--- src/hw/rtl/bba_pkg.sv ---
// shared types and constants of the buddy block allocator
package bba_pkg;

	localparam int unsigned REQ_W = 11;
	localparam int unsigned OFF_W = 10;
	localparam int unsigned KW    = 5;

	typedef enum logic {
		CMD_ALLOC = 1'b0,
		CMD_FREE  = 1'b1
	} cmd_t;

	typedef enum logic [1:0] {
		RSP_OK      = 2'd0,
		RSP_NOSPACE = 2'd1,
		RSP_BAD     = 2'd2,
		RSP_UNDEF   = 2'd3
	} rsp_status_t;

	typedef enum logic [1:0] {
		NODE_UNUSED = 2'd0,
		NODE_FREE   = 2'd1,
		NODE_ALLOC  = 2'd2,
		NODE_SPLIT  = 2'd3
	} node_st_t;

	typedef struct packed {
		cmd_t             cmd;
		logic [REQ_W-1:0] request_size;
		logic [OFF_W-1:0] block_offset;
	} req_t;

	typedef struct packed {
		rsp_status_t      status;
		logic [OFF_W-1:0] granted_offset;
		logic [REQ_W-1:0] granted_size;
	} rsp_t;

	typedef enum logic [3:0] {
		S_CLEAR,
		S_IDLE,
		S_CHECK,
		S_A_EVAL,
		S_A_RD,
		S_A_SPL,
		S_A_SPL2,
		S_A_GRANT,
		S_A_BT,
		S_F_EVAL,
		S_F_LOOP,
		S_F_SIB,
		S_F_MRG,
		S_F_DONE
	} state_t;

	typedef enum logic [1:0] {
		MEM_NONE,
		MEM_RD,
		MEM_WR,
		MEM_CLR
	} mem_op_t;

	typedef enum logic [1:0] {
		MV_NONE,
		MV_DOWN,
		MV_UP,
		MV_NEXT
	} move_t;

	typedef enum logic [1:0] {
		RESP_NONE,
		RESP_GIVE_OK,
		RESP_GIVE_NOSPACE,
		RESP_GIVE_BAD
	} resp_op_t;

	typedef struct packed {
		logic     load;
		mem_op_t  mem_op;
		logic     sib;
		node_st_t wdata;
		move_t    move;
		resp_op_t resp;
	} dp_cmd_t;

	typedef struct packed {
		node_st_t rd_st;
		logic     lv_eq;
		logic     root;
		logic     odd;
		logic     bad;
		logic     is_free;
		logic     clr_last;
	} dp_stat_t;

endpackage

--- src/hw/rtl/bba_ctrl.sv ---
// controller state machine of the buddy block allocator
module bba_ctrl (
	input  logic              clk,
	input  logic              arst_n,
	input  logic              start,
	output logic              busy,
	input  bba_pkg::dp_stat_t stat,
	output bba_pkg::dp_cmd_t  dcmd
);

	bba_pkg::state_t state_q, state_d;

	always_ff @(posedge clk or negedge arst_n) begin
		if (!arst_n) begin
			state_q <= bba_pkg::S_CLEAR;
		end else begin
			state_q <= state_d;
		end
	end

	// next state
	always_comb begin
		state_d = state_q;
		unique case (state_q)
			bba_pkg::S_CLEAR:   if (stat.clr_last) state_d = bba_pkg::S_IDLE;
			bba_pkg::S_IDLE:    if (start) state_d = bba_pkg::S_CHECK;
			bba_pkg::S_CHECK: begin
				if (stat.bad) state_d = bba_pkg::S_IDLE;
				else if (stat.is_free) state_d = bba_pkg::S_F_EVAL;
				else state_d = bba_pkg::S_A_EVAL;
			end
			bba_pkg::S_A_EVAL: begin
				if (stat.rd_st == bba_pkg::NODE_FREE && stat.lv_eq) begin
					state_d = bba_pkg::S_IDLE;
				end else if (stat.rd_st == bba_pkg::NODE_FREE) begin
					state_d = bba_pkg::S_A_SPL;
				end else if (stat.rd_st == bba_pkg::NODE_SPLIT && !stat.lv_eq) begin
					state_d = bba_pkg::S_A_RD;
				end else begin
					state_d = bba_pkg::S_A_BT;
				end
			end
			bba_pkg::S_A_RD:    state_d = bba_pkg::S_A_EVAL;
			bba_pkg::S_A_SPL:   state_d = bba_pkg::S_A_SPL2;
			bba_pkg::S_A_SPL2:  state_d = stat.lv_eq ? bba_pkg::S_A_GRANT : bba_pkg::S_A_SPL;
			bba_pkg::S_A_GRANT: state_d = bba_pkg::S_IDLE;
			bba_pkg::S_A_BT: begin
				if (stat.root) state_d = bba_pkg::S_IDLE;
				else if (!stat.odd) state_d = bba_pkg::S_A_RD;
			end
			bba_pkg::S_F_EVAL: begin
				if (stat.rd_st != bba_pkg::NODE_ALLOC) state_d = bba_pkg::S_IDLE;
				else state_d = bba_pkg::S_F_LOOP;
			end
			bba_pkg::S_F_LOOP:  state_d = stat.root ? bba_pkg::S_F_DONE : bba_pkg::S_F_SIB;
			bba_pkg::S_F_SIB: begin
				if (stat.rd_st == bba_pkg::NODE_FREE) state_d = bba_pkg::S_F_MRG;
				else state_d = bba_pkg::S_F_DONE;
			end
			bba_pkg::S_F_MRG:   state_d = bba_pkg::S_F_LOOP;
			bba_pkg::S_F_DONE:  state_d = bba_pkg::S_IDLE;
			default:            state_d = bba_pkg::S_IDLE;
		endcase
	end

	// datapath commands
	always_comb begin
		dcmd        = '0;
		dcmd.mem_op = bba_pkg::MEM_NONE;
		dcmd.wdata  = bba_pkg::NODE_UNUSED;
		dcmd.move   = bba_pkg::MV_NONE;
		dcmd.resp   = bba_pkg::RESP_NONE;
		unique case (state_q)
			bba_pkg::S_CLEAR: dcmd.mem_op = bba_pkg::MEM_CLR;
			bba_pkg::S_IDLE:  dcmd.load = start;
			bba_pkg::S_CHECK: begin
				if (stat.bad) dcmd.resp = bba_pkg::RESP_GIVE_BAD;
				else dcmd.mem_op = bba_pkg::MEM_RD;
			end
			bba_pkg::S_A_EVAL: begin
				if (stat.rd_st == bba_pkg::NODE_FREE && stat.lv_eq) begin
					dcmd.mem_op = bba_pkg::MEM_WR;
					dcmd.wdata  = bba_pkg::NODE_ALLOC;
					dcmd.resp   = bba_pkg::RESP_GIVE_OK;
				end else if (stat.rd_st == bba_pkg::NODE_SPLIT && !stat.lv_eq
						&& stat.rd_st != bba_pkg::NODE_FREE) begin
					dcmd.move = bba_pkg::MV_DOWN;
				end
			end
			bba_pkg::S_A_RD: dcmd.mem_op = bba_pkg::MEM_RD;
			bba_pkg::S_A_SPL: begin
				dcmd.mem_op = bba_pkg::MEM_WR;
				dcmd.wdata  = bba_pkg::NODE_SPLIT;
				dcmd.move   = bba_pkg::MV_DOWN;
			end
			bba_pkg::S_A_SPL2: begin
				dcmd.mem_op = bba_pkg::MEM_WR;
				dcmd.sib    = 1'b1;
				dcmd.wdata  = bba_pkg::NODE_FREE;
			end
			bba_pkg::S_A_GRANT: begin
				dcmd.mem_op = bba_pkg::MEM_WR;
				dcmd.wdata  = bba_pkg::NODE_ALLOC;
				dcmd.resp   = bba_pkg::RESP_GIVE_OK;
			end
			bba_pkg::S_A_BT: begin
				if (stat.root) dcmd.resp = bba_pkg::RESP_GIVE_NOSPACE;
				else if (stat.odd) dcmd.move = bba_pkg::MV_UP;
				else dcmd.move = bba_pkg::MV_NEXT;
			end
			bba_pkg::S_F_EVAL: begin
				if (stat.rd_st != bba_pkg::NODE_ALLOC) dcmd.resp = bba_pkg::RESP_GIVE_BAD;
			end
			bba_pkg::S_F_LOOP: begin
				if (!stat.root) begin
					dcmd.mem_op = bba_pkg::MEM_RD;
					dcmd.sib    = 1'b1;
				end
			end
			bba_pkg::S_F_SIB: begin
				if (stat.rd_st == bba_pkg::NODE_FREE) begin
					dcmd.mem_op = bba_pkg::MEM_WR;
					dcmd.wdata  = bba_pkg::NODE_UNUSED;
				end
			end
			bba_pkg::S_F_MRG: begin
				dcmd.mem_op = bba_pkg::MEM_WR;
				dcmd.sib    = 1'b1;
				dcmd.wdata  = bba_pkg::NODE_UNUSED;
				dcmd.move   = bba_pkg::MV_UP;
			end
			bba_pkg::S_F_DONE: begin
				dcmd.mem_op = bba_pkg::MEM_WR;
				dcmd.wdata  = bba_pkg::NODE_FREE;
				dcmd.resp   = bba_pkg::RESP_GIVE_OK;
			end
			default: dcmd.resp = bba_pkg::RESP_NONE;
		endcase
	end

	assign busy = (state_q != bba_pkg::S_IDLE);

endmodule

--- config.mk ---
export PLATFORM = sky130hd
export DESIGN_NAME = bba_ctrl
export DESIGN_NICKNAME = d
export VERILOG_FILES = /design/src/hw/rtl/bba_pkg.sv /design/src/hw/rtl/bba_ctrl.sv
export SDC_FILE = /design/constraint.sdc
export NUM_CORES = 1
export LEC_CHECK = 0
export ABC_CLOCK_PERIOD_IN_PS = 1850
export BUFFER_PORTS_ARGS = -buffer_cell sky130_fd_sc_hd__buf_2
export CAP_MARGIN = 5
export CORE_MARGIN = 2
export CORE_UTILIZATION = 49
export DETAILED_ROUTE_END_ITERATION = 10
export HOLD_SLACK_MARGIN = 0.12
export PLACE_DENSITY = 0.77
export SLEW_MARGIN = 25
export SYNTH_ARGS = -nofsm -noshare
export SYNTH_HDL_FRONTEND = slang
export SYNTH_SLANG_ARGS = --single-unit
--- constraint.sdc ---
create_clock -name clk -period 1.85 [get_ports clk]
set_clock_uncertainty 0.05 [all_clocks]
set_input_delay 0 -clock clk [delete_from_list [all_inputs] [get_ports clk]]
set_output_delay 0 -clock clk [all_outputs]
set_load 0.005 [all_outputs]
### Word-level counts from Yosys, hierarchy flattened

Cells that the tools add are included.

| operators by class | value |
|---|---|
| equal/unequal tests | 21 |
| muxes and demuxes | 32 |
| reductions and logical operators | 10 |

Operators by type and width:

| cell | number |
|---|---|
| $pmux W4 S12 | 1 |
| $mux W4 | 10 |
| $eq A4 B4 Y1 const B | 6 |
| $mux W2 | 9 |
| $eq A4 B3 Y1 const B | 4 |
| $pmux W2 S4 | 2 |
| $pmux W2 S7 | 1 |
| $pmux W2 S5 | 1 |
| $eq A4 B2 Y1 const B | 2 |
| $mux W1 | 6 |
| $ne A2 B2 Y1 const B | 3 |
| $reduce_or A2 Y1 | 3 |
| $reduce_or A5 Y1 | 1 |
| $eq A4 B1 Y1 const B | 1 |
| $logic_not A4 Y1 | 1 |
| $ne A4 B1 Y1 const B | 1 |
| $logic_and A1 B1 Y1 | 3 |
| $mux W3 | 1 |
| $ne A3 B3 Y1 const B | 1 |
| $reduce_and A3 Y1 | 1 |
| $eq A2 B1 Y1 const B | 1 |
| $eq A2 B2 Y1 const B | 1 |
| $ne A2 B1 Y1 const B | 1 |
| $pmux W1 S2 | 1 |
| $logic_not A1 Y1 | 1 |

| word-level totals | value |
|---|---|
| register bits | 4 |
| bits of input ports | 11 |
| output and inout port bits | 11 |
| logic and storage cells | 64 |

### Longest topological paths before layout

Gate-level depths: netlist of run 1.

| logic depth | value |
|---|---|
| word-level depth | 6 |
| depth in mapped cells | 6 |
| depth with buffers taken out | 4 |

### Worst setup path after synthesis of run 1

Ideal clock, no wire load.

| timing path | value |
|---|---|
| path kind | flip-flop to flip-flop |
| start point | reg state_q[0] |
| end point | reg state_q[2] |
| setup time | 81 ps |
| arrival | 1228 ps |
| data required time | 1719 ps |
| path slack | 491 ps |
| cell stages (with the launch flop) | 6 |
| path buffers | 1 |
| period minus slack after synthesis | 1359 ps |
| path through | dfrtp_1 > buf_6 > maj3_2 > a32oi_2 > o211ai_2 > a31oi_2 |

| on the way | value |
|---|---|
| word-level cells in the longest chain between the ends | 3 |
| elaborated cells between the ends (all ways) | 17 |
| those cells by class | eq/ne (14); mux (1); reduce/logical (2) |

RTL lines:

| element | line | RTL |
|---|---|---|
| start, declared | bba_ctrl.sv:11 | `bba_pkg::state_t state_q, state_d;` |
| start signal, assigned | bba_ctrl.sv:15 | `state_q <= bba_pkg::S_CLEAR;` |
| start signal, assigned | bba_ctrl.sv:17 | `state_q <= state_d;` |
| $eq A4 B4 Y1 (tied with other cells) | bba_ctrl.sv:24 | `unique case (state_q)` |
| $ne A3 B3 Y1 (no line) / $ne A2 B2 Y1 (equally long branches) | n/a |  |
| $reduce_and A3 Y1 (no line) | n/a |  |

Parallel ways exist; a longest one is shown, timed or not.
A chain may end at the register's enable or synchronous reset.

==> results of run 1 <==
[tightest hold or removal path, delay by kind of cell]
family | cells | cell delay, ns
compound gates | 1 | 0.08
simple gates | 1 | 0.16
buf+inv | 1 | 0.14
[what timing repair did]
item                       4_1_cts  5_1_grt
hold buffers                     6        0
gates resized for setup          1        3
hold endpoints to repair         8        0
setup endpoints to repair        1        2
[how the worst max path moves through the flow]
stage	start	to	slack (ns)	cells past startpoint
after floorplan	state_q[0]	state_q[2]	0.49	5
after global placement	state_q[3]	state_q[2]	0.22	4
after detailed placement	state_q[1]	state_q[1]	0.19	4
after CTS	state_q[3]	dcmd[2]	0.004	5
after global routing	state_q[3]	dcmd[2]	0.04	5
final	state_q[3]	dcmd[2]	0.09	5
[power by group through the flow]
stage	clock (uW)	sequential (uW)	combinational [uW]
finish	107	285	907
global placement	0	270	872
global route	119	300	1000
CTS	111	272	898
detailed placement	0	272	884
floorplan	0	153	751
[cells in the final DEF, fill, tap and decap left out, types with 3 or more instances in the layout]
cell type,count
buf_4,7
nor2_1,10
dlygate4sd3_1,6
nand2b_1,5
nor3_1,3
clkbuf_4,3
a21oi_1,9
a22oi_1,3
dfrtp_2,4
o22ai_1,5
buf_2,21
inv_1,4
nand2_1,10
o21ai_1,3
nor2b_1,4
[area by class of cell]
class / instances / area share (%)
Tap cell: 15 / 2.09
Sequential cell: 4 / 11.7
Timing Repair Buffer: 34 / 24.2
Inverter: 5 / 2.09
Clock buffer: 3 / 2.50
Multi-Input combinational cell: 82 / 57.4
[layer usage]
layer,vias to the layer above,wire length (um)
met2,48,1010
li1,433,-
met5,-,0
met3,4,166
met1,399,874
met4,0,27
[stage by stage]
| stage | hold WS (ns) | instance area (sq um) | setup slack (ns) |
|---|---|---|---|
| floorplan | -0.346 | 697 | 0.491 |
| global placement | -0.244 | 812 | 0.225 |
| detailed placement | -0.243 | 812 | 0.185 |
| CTS | 0.133 | 896 | 0.00376 |
| global route | 0.157 | 900 | 0.0401 |
| finish | 0.141 | 900 | 0.0922 |
[logic make-up after synthesis]
kind of cell               count (synthesis)
DFF                                        4
and+or+nand+nor                           43
AOI/OAI and AO/OA                         36
xor gates and xnor gates                   1
adders and majority gates                  1
buffers and inverters                     14
muxes                                      1
==> results.sh, run 1 <==
export IMPL_status="finished clean"
export IMPL_regArea_sq_um=105
export IMPL_grt_pass1_wl_mm=3.42
export IMPL_antenna_left=0
export IMPL_cp_arrival_ns=1.71
export IMPL_synthCells=100
export IMPL_crit_buf_inv=1
export IMPL_grt_pass1_vias=751
export IMPL_async_flop_share_pct=100
export IMPL_use_met1_pct=33.4
export IMPL_path_clk_slew_ns=0.04
export IMPL_tns_ns=0
export IMPL_critPathMaxFanout=15
export IMPL_total_power_uw=1300
export IMPL_drive_gt1_share_pct=32.8
export IMPL_via_per_inst=6.18
export IMPL_cts_tree="yes"
export IMPL_die_area_sq_mm=0.00174
export IMPL_p_sw_uw=652
export IMPL_cp_end_kind="primary output"
export IMPL_via_count=884
export IMPL_synth_mux_area_share_pct=1.62
export IMPL_synthTopCellsByCount="nand2_1 (10), nor2_1 (10), a21oi_1 (9)"
export IMPL_required_ns=1.80
export IMPL_post_cts_buffers=0
export IMPL_start_util_pct=52.9
export IMPL_nets=141
export IMPL_die_w_um=41.7
export IMPL_cts_num_sinks=4
export IMPL_seqPwrFrac_pct=22.0
export IMPL_hp_class="in2reg"
export IMPL_r2r_setup_slack_ns=0.33
export IMPL_grt_use_met2_pct=38.4
export IMPL_syn_nets=111
export IMPL_power_density_mw_per_mm2=1440
export IMPL_finalHoldViolCount=0
export IMPL_finalWirelength_mm=2.08
export IMPL_port_buffers=21
export IMPL_hp_start="stat[5]"
export IMPL_fin_util_pct=68.3
export IMPL_ioPinCount=22
export IMPL_slowest_stage="dfrtp_2"
export IMPL_whs_path_depth=3
export IMPL_yosys_area_share_xor_xnor_pct=1.26
export IMPL_grt_use_met3_pct=4.78
export IMPL_worstSkewPairLatency_ns=0.24
export IMPL_synth_seq_cells=4
export IMPL_clock_path_buffers=2
export IMPL_yosys_warnings=0
export IMPL_drv_cap=0
export IMPL_worstSetupPathType="reg2out"
export IMPL_drt_wirelength_per_cell_um=14.5
export IMPL_largest_register_ffs=4
export IMPL_r2r_start="state_q[1]"
export IMPL_remaining_drc_errors=0
export IMPL_synth_compound_area_share_pct=37.7
export IMPL_largest_register="state_q"
export IMPL_synth_top_area_cell="dfrtp_1"
export IMPL_antenna_found_initial=0
export IMPL_ctsRootBufferMaster="clkbuf_4"
export IMPL_slew_headroom_pct=72.4
export IMPL_fin_cells=143
export IMPL_fillers=116
export IMPL_grt_total_usage_pct=25.2
export IMPL_pwr_share_comb_pct=69.8
export IMPL_antennaDiodeCount=0
export IMPL_timing_rr_end="state_q[2]"
export IMPL_cpPeakStageDelay_ns=0.52
export IMPL_synth_adder_area_share_pct=1.62
export IMPL_power_frac_clock_pct=8.3
export IMPL_ys_flop_type="dfrtp_1"
export IMPL_timing_final_crit_share_pct=95.0
export IMPL_power_internal_uw=648
export IMPL_drtIter0Drc=67
export IMPL_crit_chain="nor2_4 -> nand3_1 -> or3_1 -> o22ai_1 -> buf_2"
export IMPL_multi_input_area_sq_um=517
export IMPL_top_usage_layer="met2"
export IMPL_overflow=0
export IMPL_synth_edf_count=0
export IMPL_rows=13
export IMPL_coreArea_sq_mm=0.00132
export IMPL_r2r_cells=4
export IMPL_drv_slew=0
export IMPL_ys_seq_area_share_pct=14.4
export IMPL_setup_violations=0
export IMPL_cts_inserted_buffers=3
export IMPL_netSwitchingFraction_pct=50.1
export IMPL_p_leak_uw=0.000386
export IMPL_drt_pass1_iterations=4
export IMPL_max_freq_mhz=569
export IMPL_ys_types=38
export IMPL_tightest_slew_ns=0.411
export IMPL_dp_cells=134
export IMPL_yosys_area_share_simple_pct=32.0
export IMPL_irDropWorstVdd_mv=0.887
export IMPL_synthToLayoutAreaGrowth_pct=29.1
export IMPL_syn_area_sq_um=697
export IMPL_reg_top3="state_q x4"
export IMPL_synth_area_leaders="dfrtp_1 (14%), a21oi_1 (6.5%), nand2_1 (5.4%), nor2_1 (5.4%), nand2b_1 (4.5%)"
export IMPL_dp_hpwl_mm=1.49
export IMPL_dieHeight_um=41.7
export IMPL_synth_top_family_by_area="compound AO/OA/AOI/OAI gates"
export IMPL_min_to="state_q[2]"
export IMPL_grt_max_degree=23
export IMPL_synth_top_area_share_pct=14.4
export IMPL_worstSetupStartpointType="register"
export IMPL_avgSynthCellArea_sq_um=6.97
export IMPL_rsz0062_at_grt="false"
export IMPL_cts_htree_levels=1
export IMPL_routabilityCongestion=0.886
export IMPL_crit_family="simple AND/OR/NAND/NOR gates"
export IMPL_period_minus_slack_ns=1.76
No activity file was read; power rests on OpenSTA's default activity.
==> run 2: changes to the inputs <==
--- a/config.mk
+++ b/config.mk
@@ -13,6 +13,7 @@
 export DETAILED_ROUTE_END_ITERATION = 10
 export HOLD_SLACK_MARGIN = 0.12
 export PLACE_DENSITY = 0.77
+export SETUP_SLACK_MARGIN = 0.1
 export SLEW_MARGIN = 25
 export SYNTH_ARGS = -nofsm -noshare
 export SYNTH_HDL_FRONTEND = slang
==> run 2 against run 1 <==
Count of clock-buffer cells in the layout did not move. Cell area rose by 3.3%. Sequential cell count did not move. Cell count rose by 2.8%. Clock power barely moved. Total power rose by 3.8%. Register-to-register slack got worse by 0.06 ns. Maximum frequency rose by 2.8%.
==> results.sh, run 2 (synthesized netlist as in run 1, its figures left out) <==
export IMPL_power_internal_uw=686
export IMPL_path_clk_slew_ns=0.03
export IMPL_slew_headroom_pct=72.9
export IMPL_grt_total_usage_pct=25.2
export IMPL_cts_inserted_buffers=3
export IMPL_synthToLayoutAreaGrowth_pct=33.4
export IMPL_timing_rr_end="state_q[2]"
export IMPL_r2r_cells=5
export IMPL_netSwitchingFraction_pct=49.1
export IMPL_preCtsSetupSlack_ns=0.185
export IMPL_postPlaceCellArea_sq_um=812
export IMPL_cts_tree="yes"
export IMPL_ctsRootBufferMaster="clkbuf_4"
export IMPL_remaining_drc_errors=0
export IMPL_drt_pass1_iterations=4
export IMPL_antennaDiodeCount=0
export IMPL_p_leak_uw=0.000407
export IMPL_worstSkewPairLatency_ns=0.24
export IMPL_fin_cells=147
export IMPL_min_to="state_q[2]"
export IMPL_mostFrequentLayoutCells="buf_2 (21), buf_4 (11), nor2_1 (10), nand2_1 (10), a21oi_1 (9)"
export IMPL_whs_path_depth=3
export IMPL_pwr_share_comb_pct=73.8
export IMPL_worstSetupStartpointType="register"
export IMPL_die_area_sq_mm=0.00174
export IMPL_p_sw_uw=663
export IMPL_reg_top3="state_q x4"
export IMPL_nets=145
export IMPL_cts_num_sinks=4
export IMPL_hp_start="stat[5]"
export IMPL_grt_max_degree=23
export IMPL_clock_path_buffers=2
export IMPL_rows=13
export IMPL_port_buffers=21
export IMPL_drt_wirelength_per_cell_um=14.4
export IMPL_r2r_start="state_q[3]"
export IMPL_drive_gt1_share_pct=34.8
export IMPL_required_ns=1.80
export IMPL_layout_commonest_cell="buf_2"
export IMPL_cts_htree_levels=1
export IMPL_final_area_sq_um=930
export IMPL_period_minus_slack_ns=1.71
export IMPL_power_density_mw_per_mm2=1450
export IMPL_timing_final_crit_share_pct=92.4
export IMPL_max_freq_mhz=585
export IMPL_irDropWorstVdd_mv=0.806
export IMPL_tns_ns=0
export IMPL_antenna_found_initial=0
export IMPL_setup_violations=0
export IMPL_dp_cells=134
export IMPL_largest_register="state_q"
export IMPL_finalHoldViolCount=0
export IMPL_dieHeight_um=41.7
export IMPL_seqPwrFrac_pct=18.2
export IMPL_drtIter0Drc=39
export IMPL_rsz0062_at_grt="true"
export IMPL_status="finished clean"
export IMPL_drv_cap=0
export IMPL_hp_class="in2reg"
export IMPL_antenna_left=0
export IMPL_fillers=110
export IMPL_final_setup_worst_slack_ns=0.140
export IMPL_routabilityCongestion=0.886
export IMPL_finalWirelength_mm=2.12
export IMPL_critPathMaxFanout=8
export IMPL_dp_hpwl_mm=1.49
export IMPL_cp_arrival_ns=1.66
export IMPL_via_count=919
export IMPL_start_util_pct=52.9
export IMPL_r2r_setup_slack_ns=0.27
export IMPL_via_per_inst=6.25
export IMPL_power_frac_clock_pct=8.0
export IMPL_largest_register_ffs=4
export IMPL_tightest_slew_ns=0.403
export IMPL_cp_end_kind="primary output"
export IMPL_grt_pass1_vias=751
export IMPL_worstSetupPathType="reg2out"
export IMPL_grt_pass1_wl_mm=3.42
export IMPL_drv_slew=0
export IMPL_die_w_um=41.7
export IMPL_coreArea_sq_mm=0.00132
export IMPL_ioPinCount=22
export IMPL_total_power_uw=1350
export IMPL_overflow=0
-- run 2: changes by cell type in the layout (fill, tap and decap cells not counted), sizes merged --
| cell | delta |
|---|---|
| buf | +4 |
-- run 2: worst max path at each step --
stage | from | to | slack [ns] | depth (start not counted)
floorplan | state_q[0] | state_q[2] | 0.49 | 5
global placement | state_q[3] | state_q[2] | 0.22 | 4
detailed placement | state_q[1] | state_q[1] | 0.19 | 4
CTS | state_q[3] | dcmd[2] | 0.11 | 5
global route | state_q[0] | dcmd[8] | 0.09 | 6
finish | state_q[2] | dcmd[2] | 0.14 | 5
-- run 2: metrics by stage --
stage          util (%)  hold slack [ns]
6_report           70.6            0.143
5_1_grt            70.6            0.157
4_1_cts            68.2            0.130
3_5_place_dp       61.6           -0.243
3_3_place_gp       61.6           -0.244
2_1_floorplan         -           -0.346
-- run 2: final cells by class --
cell class | instances | area (sq um) | share of cell area (%)
Multi-Input combinational cell | 82 | 517 | 55.6
Tap cell | 15 | 18.8 | 2.02
Sequential cell | 4 | 105 | 11.3
Inverter | 5 | 18.8 | 2.02
Timing Repair Buffer | 38 | 248 | 26.6
Clock buffer | 3 | 22.5 | 2.42
-- run 2: routing by layer --
| metal | track usage [%] | part of all wire [%] | up-vias |
|---|---|---|---|
| li1 | - | - | 437 |
| met1 | 33.4 | 44 | 423 |
| met2 | 38.4 | 49 | 55 |
| met3 | 4.78 | 6.4 | 4 |
| met4 | 12.9 | 1.1 | 0 |
| met5 | 0 | 0 | - |
-- run 2: power by group through the flow --
stage | Sequential, uW | Combinational [uW] | Clock, uW
finish | 246 | 995 | 107
global route | 257 | 1090 | 119
CTS | 276 | 898 | 111
detailed placement | 272 | 884 | 0
global placement | 270 | 872 | 0
floorplan | 153 | 751 | 0
-- run 2: critical path, stage by stage (launching register included) --
cell and delay (ns):
dfrtp_2 0.47, nor2_4 0.18, nand3_1 0.12, or3_1 0.37, o22ai_1 0.15, buf_2 0.14
-- run 2: what timing repair did --
action	4_1_cts	5_1_grt
hold endpoints to repair	8	0
hold buffers	6	0
buffers inserted	0	4
gates resized for setup	3	1
endpoints found under the setup margin	4	4
